**src/design/ffua_pkg.sv**
```systemverilog
// Package for the first-fit unit allocator.
// Holds map geometry, field widths, operation and status codes, and the
// sequencer state type. No dependencies.
package ffua_pkg;

   // Map geometry
   localparam int MEM_UNITS = 32;
   localparam int AW        = $clog2(MEM_UNITS);        // unit address width
   localparam int RW        = $clog2(MEM_UNITS + 1);    // run length width

   // Field widths
   localparam int TAG_W  = 8;
   localparam int SIZE_W = 6;
   // Width wide enough to compare a requested size against the map size
   localparam int CMP_W  = (RW > SIZE_W) ? RW : SIZE_W;

   localparam logic [TAG_W-1:0] FREE_TAG = '0;

   // Operation codes
   localparam logic OP_ALLOC   = 1'b0;
   localparam logic OP_RELEASE = 1'b1;

   // Status codes
   localparam logic ST_OK   = 1'b0;
   localparam logic ST_FAIL = 1'b1;

   // Sequencer states, one-hot
   typedef enum logic [3:0] {
      S_IDLE = 4'b0001,
      S_SCAN = 4'b0010,
      S_FILL = 4'b0100,
      S_DONE = 4'b1000
   } state_type;

endpackage

```
**src/design/ffua_ram.sv**
```systemverilog
// Generic single-port-write, single-port-read RAM with registered read data.
// Used for the unit owner map. No dependencies.
module ffua_ram #(
   parameter int WIDTH = 8,
   parameter int DEPTH = 32
) (
   input  logic                     clock,
   input  logic                     wr_en,
   input  logic [$clog2(DEPTH)-1:0] wr_addr,
   input  logic [WIDTH-1:0]         wr_data,
   input  logic                     rd_en,
   input  logic [$clog2(DEPTH)-1:0] rd_addr,
   output logic [WIDTH-1:0]         rd_data
);

   logic [WIDTH-1:0] mem_ff [DEPTH];
   logic [WIDTH-1:0] rd_data_ff;

   // Write port
   always_ff @(posedge clock) begin
      if (wr_en) begin
         mem_ff[wr_addr] <= wr_data;
      end
   end

   // Registered read port
   always_ff @(posedge clock) begin
      if (rd_en) begin
         rd_data_ff <= mem_ff[rd_addr];
      end
   end

   assign rd_data = rd_data_ff;

endmodule

```
**src/design/first_fit_unit_allocator.sv**
```systemverilog
// First-fit unit allocator, top level.
// Depends on ffua_pkg and ffua_ram.
//
// Usage:
//   Request channel (req_valid / req_stall, fields req_op, req_owner,
//   req_size): req_op = 0 allocates req_size contiguous units under tag
//   req_owner, taking the lowest-addressed run of free units that fits;
//   req_op = 1 frees every unit tagged req_owner.
//   Response channel (rsp_valid / rsp_stall, field rsp_status): one
//   transfer per request, 0 on success, 1 on no room or owner not found.
//   The map is scanned one unit per cycle through the single RAM
//   read port, which has registered read data. A release scans the whole
//   map before it responds; an allocate scans up to the end unit of the
//   chosen run, or the whole map on no room, then tags the run; the tag
//   writes go through the single RAM write port one unit per cycle. A
//   request with a zero owner, or an allocate with a zero or oversized
//   size, is answered with 1 without a scan. One request is in flight at a time; req_stall is
//   high from acceptance until the response is loaded into the output
//   register, so a new request can be taken while that response waits.
//   If the receiver stalls with a response pending, the next request
//   finishes its work and holds until the output register frees.
//   Reset: synchronous; all units read as free at once (per-unit valid
//   bits), no clearing pass.
module first_fit_unit_allocator
   import ffua_pkg::*;
(
   input  logic              clock,
   input  logic              reset,
   // request channel
   input  logic              req_valid,
   output logic              req_stall,
   input  logic              req_op,
   input  logic [TAG_W-1:0]  req_owner,
   input  logic [SIZE_W-1:0] req_size,
   // response channel
   output logic              rsp_valid,
   input  logic              rsp_stall,
   output logic              rsp_status
);

   localparam logic [AW-1:0] LAST_ADDR = AW'(MEM_UNITS - 1);

   state_type state_ff, state_in;

   // Request registers
   logic              op_ff, op_in;
   logic [TAG_W-1:0]  owner_ff, owner_in;
   logic [RW-1:0]     want_ff, want_in;

   // Scan pipeline: read issue, then check stage
   logic [AW-1:0]     rd_addr_ff, rd_addr_in;
   logic              issue_ff, issue_in;
   logic              chk_vld_ff, chk_vld_in;
   logic [AW-1:0]     chk_addr_ff, chk_addr_in;
   logic [RW-1:0]     run_ff, run_in;
   logic              found_ff, found_in;
   logic              status_ff, status_in;

   // Fill pointer
   logic [AW-1:0]     fill_addr_ff, fill_addr_in;
   logic [AW-1:0]     end_addr_ff, end_addr_in;

   // Output register
   logic              rsp_valid_ff, rsp_valid_in;
   logic              rsp_status_ff, rsp_status_in;

   // Per-unit written bits; an unwritten unit reads as free
   logic [MEM_UNITS-1:0] valid_ff, valid_in;
   logic                 valid_rd_ff;

   // RAM port signals
   logic              ram_wr_en;
   logic [AW-1:0]     ram_wr_addr;
   logic [TAG_W-1:0]  ram_wr_data;
   logic              ram_rd_en;
   logic [TAG_W-1:0]  ram_rd_data;

   logic [TAG_W-1:0]  unit_val;
   logic              req_bad;
   logic [RW-1:0]     run_next;

   ffua_ram #(
      .WIDTH (TAG_W),
      .DEPTH (MEM_UNITS)
   ) u_map (
      .clock   (clock),
      .wr_en   (ram_wr_en),
      .wr_addr (ram_wr_addr),
      .wr_data (ram_wr_data),
      .rd_en   (ram_rd_en),
      .rd_addr (rd_addr_ff),
      .rd_data (ram_rd_data)
   );

   // Unit tag at the check stage
   assign unit_val = valid_rd_ff ? ram_rd_data : FREE_TAG;
   assign run_next = run_ff + RW'(1);

   // Requests that never touch the map
   always_comb begin
      if (req_op == OP_ALLOC) begin
         req_bad = (req_owner == FREE_TAG) || (req_size == '0) ||
                   (CMP_W'(req_size) > CMP_W'(MEM_UNITS));
      end else begin
         req_bad = (req_owner == FREE_TAG);
      end
   end

   // Sequencer
   always_comb begin
      state_in      = state_ff;
      op_in         = op_ff;
      owner_in      = owner_ff;
      want_in       = want_ff;
      rd_addr_in    = rd_addr_ff;
      issue_in      = issue_ff;
      chk_vld_in    = 1'b0;
      chk_addr_in   = rd_addr_ff;
      run_in        = run_ff;
      found_in      = found_ff;
      status_in     = status_ff;
      fill_addr_in  = fill_addr_ff;
      end_addr_in   = end_addr_ff;
      rsp_valid_in  = rsp_valid_ff && rsp_stall;
      rsp_status_in = rsp_status_ff;
      ram_wr_en     = 1'b0;
      ram_wr_addr   = chk_addr_ff;
      ram_wr_data   = FREE_TAG;
      ram_rd_en     = 1'b0;

      unique case (state_ff)
         S_IDLE: begin
            if (req_valid) begin
               op_in      = req_op;
               owner_in   = req_owner;
               want_in    = RW'(req_size);
               rd_addr_in = '0;
               issue_in   = 1'b1;
               run_in     = '0;
               found_in   = 1'b0;
               if (req_bad) begin
                  status_in = ST_FAIL;
                  state_in  = S_DONE;
               end else begin
                  state_in  = S_SCAN;
               end
            end
         end

         S_SCAN: begin
            // issue one read per cycle
            if (issue_ff) begin
               ram_rd_en   = 1'b1;
               chk_vld_in  = 1'b1;
               chk_addr_in = rd_addr_ff;
               if (rd_addr_ff == LAST_ADDR) begin
                  issue_in = 1'b0;
               end else begin
                  rd_addr_in = rd_addr_ff + AW'(1);
               end
            end
            // check the unit read last cycle
            if (chk_vld_ff) begin
               if (op_ff == OP_ALLOC) begin
                  if (unit_val == FREE_TAG) begin
                     if (run_next == want_ff) begin
                        fill_addr_in = chk_addr_ff - AW'(want_ff - RW'(1));
                        end_addr_in  = chk_addr_ff;
                        issue_in     = 1'b0;
                        chk_vld_in   = 1'b0;
                        state_in     = S_FILL;
                     end else begin
                        run_in = run_next;
                     end
                  end else begin
                     run_in = '0;
                  end
                  if ((unit_val != FREE_TAG || run_next != want_ff) &&
                      chk_addr_ff == LAST_ADDR) begin
                     status_in = ST_FAIL;
                     state_in  = S_DONE;
                  end
               end else begin
                  if (unit_val == owner_ff) begin
                     ram_wr_en   = 1'b1;
                     ram_wr_data = FREE_TAG;
                     found_in    = 1'b1;
                  end
                  if (chk_addr_ff == LAST_ADDR) begin
                     status_in = (found_ff || unit_val == owner_ff) ? ST_OK : ST_FAIL;
                     state_in  = S_DONE;
                  end
               end
            end
         end

         S_FILL: begin
            // tag the chosen run, one unit per cycle
            ram_wr_en   = 1'b1;
            ram_wr_addr = fill_addr_ff;
            ram_wr_data = owner_ff;
            if (fill_addr_ff == end_addr_ff) begin
               status_in = ST_OK;
               state_in  = S_DONE;
            end else begin
               fill_addr_in = fill_addr_ff + AW'(1);
            end
         end

         S_DONE: begin
            // load the output register once it is free
            if (!rsp_valid_ff || !rsp_stall) begin
               rsp_valid_in  = 1'b1;
               rsp_status_in = status_ff;
               state_in      = S_IDLE;
            end
         end

         default: begin
            state_in = S_IDLE;
         end
      endcase
   end

   // Written bits follow RAM writes
   always_comb begin
      valid_in = valid_ff;
      if (ram_wr_en) begin
         valid_in[ram_wr_addr] = 1'b1;
      end
   end

   // Control registers
   always_ff @(posedge clock) begin
      if (reset) begin
         state_ff     <= S_IDLE;
         issue_ff     <= 1'b0;
         chk_vld_ff   <= 1'b0;
         rsp_valid_ff <= 1'b0;
         valid_ff     <= '0;
      end else begin
         state_ff     <= state_in;
         issue_ff     <= issue_in;
         chk_vld_ff   <= chk_vld_in;
         rsp_valid_ff <= rsp_valid_in;
         valid_ff     <= valid_in;
      end
   end

   // Payload registers
   always_ff @(posedge clock) begin
      op_ff         <= op_in;
      owner_ff      <= owner_in;
      want_ff       <= want_in;
      rd_addr_ff    <= rd_addr_in;
      chk_addr_ff   <= chk_addr_in;
      run_ff        <= run_in;
      found_ff      <= found_in;
      status_ff     <= status_in;
      fill_addr_ff  <= fill_addr_in;
      end_addr_ff   <= end_addr_in;
      rsp_status_ff <= rsp_status_in;
      if (ram_rd_en) begin
         valid_rd_ff <= valid_ff[rd_addr_ff];
      end
   end

   assign req_stall  = (state_ff != S_IDLE);
   assign rsp_valid  = rsp_valid_ff;
   assign rsp_status = rsp_status_ff;

   // Checks

   // A response only appears after the sequencer finishes an item
   a_rsp_from_done: assert property (@(posedge clock) disable iff (reset)
      $rose(rsp_valid_ff) |-> $past(state_ff == S_DONE))
      else $error("response raised outside the done state");

   // Map writes happen only while filling or during a release scan
   a_wr_phase: assert property (@(posedge clock) disable iff (reset)
      ram_wr_en |-> (state_ff == S_FILL ||
                     (state_ff == S_SCAN && op_ff == OP_RELEASE)))
      else $error("map write outside fill or release scan");

   // Fill never writes the free tag
   a_fill_tag: assert property (@(posedge clock) disable iff (reset)
      (ram_wr_en && state_ff == S_FILL) |-> (owner_ff != FREE_TAG))
      else $error("fill with free tag");

   // A release write only clears a unit owned by the requester
   a_rel_match: assert property (@(posedge clock) disable iff (reset)
      (ram_wr_en && state_ff == S_SCAN) |-> (unit_val == owner_ff))
      else $error("release cleared a unit of another owner");

   // Fill pointer stays inside the chosen run
   a_fill_bound: assert property (@(posedge clock) disable iff (reset)
      (state_ff == S_FILL) |-> (fill_addr_ff <= end_addr_ff))
      else $error("fill pointer ran past the run end");

endmodule

```
**config.mk**
```make
export PLATFORM = sky130hd
export DESIGN_NAME = first_fit_unit_allocator
export DESIGN_NICKNAME = d
export VERILOG_FILES = /design/src/design/ffua_pkg.sv /design/src/design/ffua_ram.sv /design/src/design/first_fit_unit_allocator.sv
export SDC_FILE = /design/constraint.sdc
export NUM_CORES = 1
export LEC_CHECK = 0
export BUFFER_PORTS_ARGS = -buffer_cell sky130_fd_sc_hd__buf_2
export CORE_ASPECT_RATIO = 2
export CORE_MARGIN = 1
export CORE_UTILIZATION = 57
export DETAILED_ROUTE_END_ITERATION = 8
export PLACE_DENSITY_LB_ADDON = 0.2
export SLEW_MARGIN = 15
export SYNTH_ARGS = -nofsm -noshare
export SYNTH_HDL_FRONTEND = slang
export SYNTH_SLANG_ARGS = --single-unit
```
**constraint.sdc**
```tcl
create_clock -name clock -period 2.6 [get_ports clock]
set_input_delay 0.39 -clock clock [delete_from_list [all_inputs] [get_ports clock]]
set_output_delay 0.39 -clock clock [all_outputs]
set_load 0.01 [all_outputs]
```
==> summary.txt <==
Die
  – DIE AREA: 26300 sq um
  – Standard-cell row count: 82
  – Die span in y: between 200 and 250 um
  – Initial Util: 58.0%
  – # IOs: 22
  – Core ar.: 25100 sq um
  – Die width: 115 um

Setup path
  – CP endpoint kind: flop
  – Setup crit start kind: flop
  – Crit. Startpoint: state_ff[1]$_SDFFE_PP0P_
  – R2r endpoint: u_map.mem_ff[1][4]$_DFFE_PP_
  – R2R Setup Slk: 140 ps
  – Critical Path Fanout Max: 8
  – Reg2reg start: state_ff[1]$_SDFFE_PP0P_
  – Critical path class: flop to flop
  – FF-to-FF path depth: 7
  – Crit path to: u_map.mem_ff[1][4]$_DFFE_PP_
  – CP arrival: roughly 2700 ps
  – Critical Path RT: about 2900 ps

Clocking
  – Clock network latency to the later pin of the worst-skew pair: 580 ps
  – Clock sink total: 348
  – CTS tree: built
  – Longest Clk Path Bufs: 3
  – H-tree depth: 1
  – Clk slew on worst S/H paths: roughly 70 ps
  – Num CTS Buffers: 30
  – Root Driver: clkbuf_16

STA
  – Worst relative slew slack: 51.1%
  – Endpoints failing setup: 0
  – RSZ-0062 raised after global routing: no
  – Final hold vios: 0
  – Fin Clk Skew: 16.8 ps
  – Clock period minus worst slack: 2460 ps
  – Crit share post-route: 94.7%
  – Fmax: 0.406 GHz
  – Fin. max-slew vios: 0
  – Worst-Margin Slew: 725 ps
  – Setup TNS: 0 ps

Finish
  – Finished Layout Cells: around 1300
  – Register Area: 10000 sq um
  – Commonest non-fill, non-tap cells in the layout: 304 x edfxtp_1, 94 x nor2_1, 90 x mux4_2
  – Final #Nets: 982
  – # fillers: 1718
  – Area Growth Syn to Fin: 15.1%
  – Most common cell after layout, fill and taps aside: edfxtp_1
  – Final Util: about 67%
  – Layout cells sized above 1: 28.2%
  – Area of the multi-input gates: 4380 sq um
  – Ant diodes: 0

Pwr
  – Leakage power: 6.27 nW
  – Pwr dens: 798 nW/um^2
  – Maximum vdd drop: approximately 0.00058 V

Routing
  – Drt first pass iters: 7
  – Post-route ant nets: 0
  – Routed wire length: 33.3 mm
  – Wire per inst: 25.4 um
  – Drt via density: 6.24
  – DR vias: between 8000 and 9000
  – DRT iter0 DRCs: 669
  – DRC Markers: 0

GRT
  – First-pass GRT wire length: just over 50 mm
  – Largest net degree at the start of global routing: 33
  – Total GRT Usage: approximately a quarter
  – Initial antenna violation count: 0
  – Grt total ovfl: 0
  – Vias in the first global route: 8633

Yosys
  – EDFF count, synth: 304
  – FF+latch count, synth: roughly 350
  – Synthesized cell area: between 10000 and 15000 sq um
  – Mapped Cells: 854
  – Synth warnings: 0
  – Syn_area_per_cell: 17.1 sq um
  – Post-synth ARST share: 0%
  – Syn Nets: 885
  – Seq/Total Area, Yosys: 68.6%
  – Distinct cells, synth: 60
  – Ys flop type: edfxtp_1

Placed design
  – Cells after DPL: around 1200
  – I/O Buffers: 21
  – Post-detail-place hpwl: 22.8 mm
  – Final RePlAce weighted congestion: 0.873

Status
  – Status: complete, no violations

Min path
  – Worst hold-check path type: input pin to flop

Run
  – Max-cap violations: 0
==> what timing repair did <==
item,CTS,global route
setup endpoints to repair,192,167
gates resized for setup,3,7
endpoints found under the hold margin,8,0
buffers inserted,0,0
hold buffers,8,0
==> synthesized netlist by cell type (2+ instances only) <==
cell	n	area [sq um]
a21o_1	4	30.0
or4b_1	2	20.0
a31oi_1	3	18.8
ha_1	11	138
a22oi_1	3	22.5
nor4_1	2	12.5
mux2_2	9	101
a31o_2	4	35.0
nand2_1	25	93.8
o21a_1	3	22.5
dfxtp_1	44	881
a211oi_1	25	188
nor2_1	94	353
buf_1	4	15.0
nor2_2	2	12.5
xnor2_1	14	123
xor3_1	2	47.6
o21ai_0	20	100
or4b_2	2	20.0
and3_1	6	37.5
a221oi_1	8	70.1
xor2_1	12	105
nand2b_1	4	25.0
mux4_2	90	2030
nor3_4	2	32.5
or4_1	2	15.0
buf_2	14	70.1
and2_1	13	81.3
edfxtp_1	304	9130
nor4bb_1	4	40.0
clkbuf_1	22	82.6
a21oi_1	16	80.1
inv_1	19	71.3
nor3_1	29	145
nand3_1	10	50.1
nor4b_1	2	17.5
==> stage by stage <==
| stage | total power, mW | instance area [sq um] | setup slack, ps | hold WS, ps |
|---|---|---|---|---|
| after global placement | 8.92 | 15700 | -172 | 416 |
| after global routing | 13.9 | 16800 | 9.07 | 10.4 |
| after CTS | 13.4 | 16800 | 28.3 | 6.79 |
| final | 13.4 | 16800 | 139 | 27.6 |
| after detailed placement | 9.00 | 15700 | -186 | 424 |
| after floorplan | 8.16 | 14600 | 128 | 366 |
==> worst max-delay path, stage by stage (launching register included) <==
cell and delay [ps]:
dfxtp_1 470, or4b_1 610, nor2_8 160, nand2_4 110, nor3b_4 250, a21oi_2 210, nor2_1 150, buf_4 200
==> kinds of logic after synthesis <==
group	after synthesis	share of synthesized area [%]
compound gates	92	4.38
xor+xnor	28	1.89
fa+ha+maj	12	1.08
buf+inv	61	1.78
flops	348	68.6
mux	100	14.7
simple gates	213	7.59
==> metal layers <==
metal	track usage, %	up-vias	routed length [um]
li1	-	3588	-
met1	29.0	4231	11200
met2	49.2	276	19100
met3	3.45	88	1330
met4	14.0	0	1690
met5	0	-	0
==> area by class of cell <==
type	instances	area share (%)
flip-flops and latches	348	59.6
multi-input cells	445	26.1
repair buffers	106	5.37
clock buffers	42	5.10
well taps	336	2.50
clock inverters	14	0.850
inverters	20	0.477
==> worst min-delay path by stage <==
stage | from | to | slack [ps] | cells after the start
4_1_cts | req_size[4] | want_ff[4]$_DFFE_PP_ | 7 | 1
3_5_place_dp | status_ff$_DFFE_PP_ | rsp_status$_DFFE_PP_ | 420 | 0
5_1_grt | req_op | op_ff$_DFFE_PP_ | 10 | 1
3_3_place_gp | status_ff$_DFFE_PP_ | rsp_status$_DFFE_PP_ | 420 | 0
2_1_floorplan | rd_addr_ff[3]$_SDFFCE_PN0P_ | chk_addr_ff[3]$_DFF_P_ | 370 | 0
6_report | req_op | op_ff$_DFFE_PP_ | 30 | 1
==> state kept, by name, indices dropped and copies added (netlist names) <==
register       cells
u_map.mem_ff     256
run_ff             6
fill_addr_ff       5
rsp_valid          1
op_ff              1
rd_addr_ff         5
rsp_status         1
issue_ff           1
status_ff          1
owner_ff           8
want_ff            6
valid_ff          32
chk_vld_ff         1
state_ff           4
u_map.rd_data      8
end_addr_ff        5
found_ff           1
chk_addr_ff        5
valid_rd_ff        1
==> power breakdown <==
part | internal (mW) | total (mW) | switching (mW)
clock | 2.51 | 4.48 | 1.97
combinational | 1.09 | 2.37 | 1.29
sequential | 6.27 | 6.53 | 0.260
No activity file was read; power rests on OpenSTA's default activity.
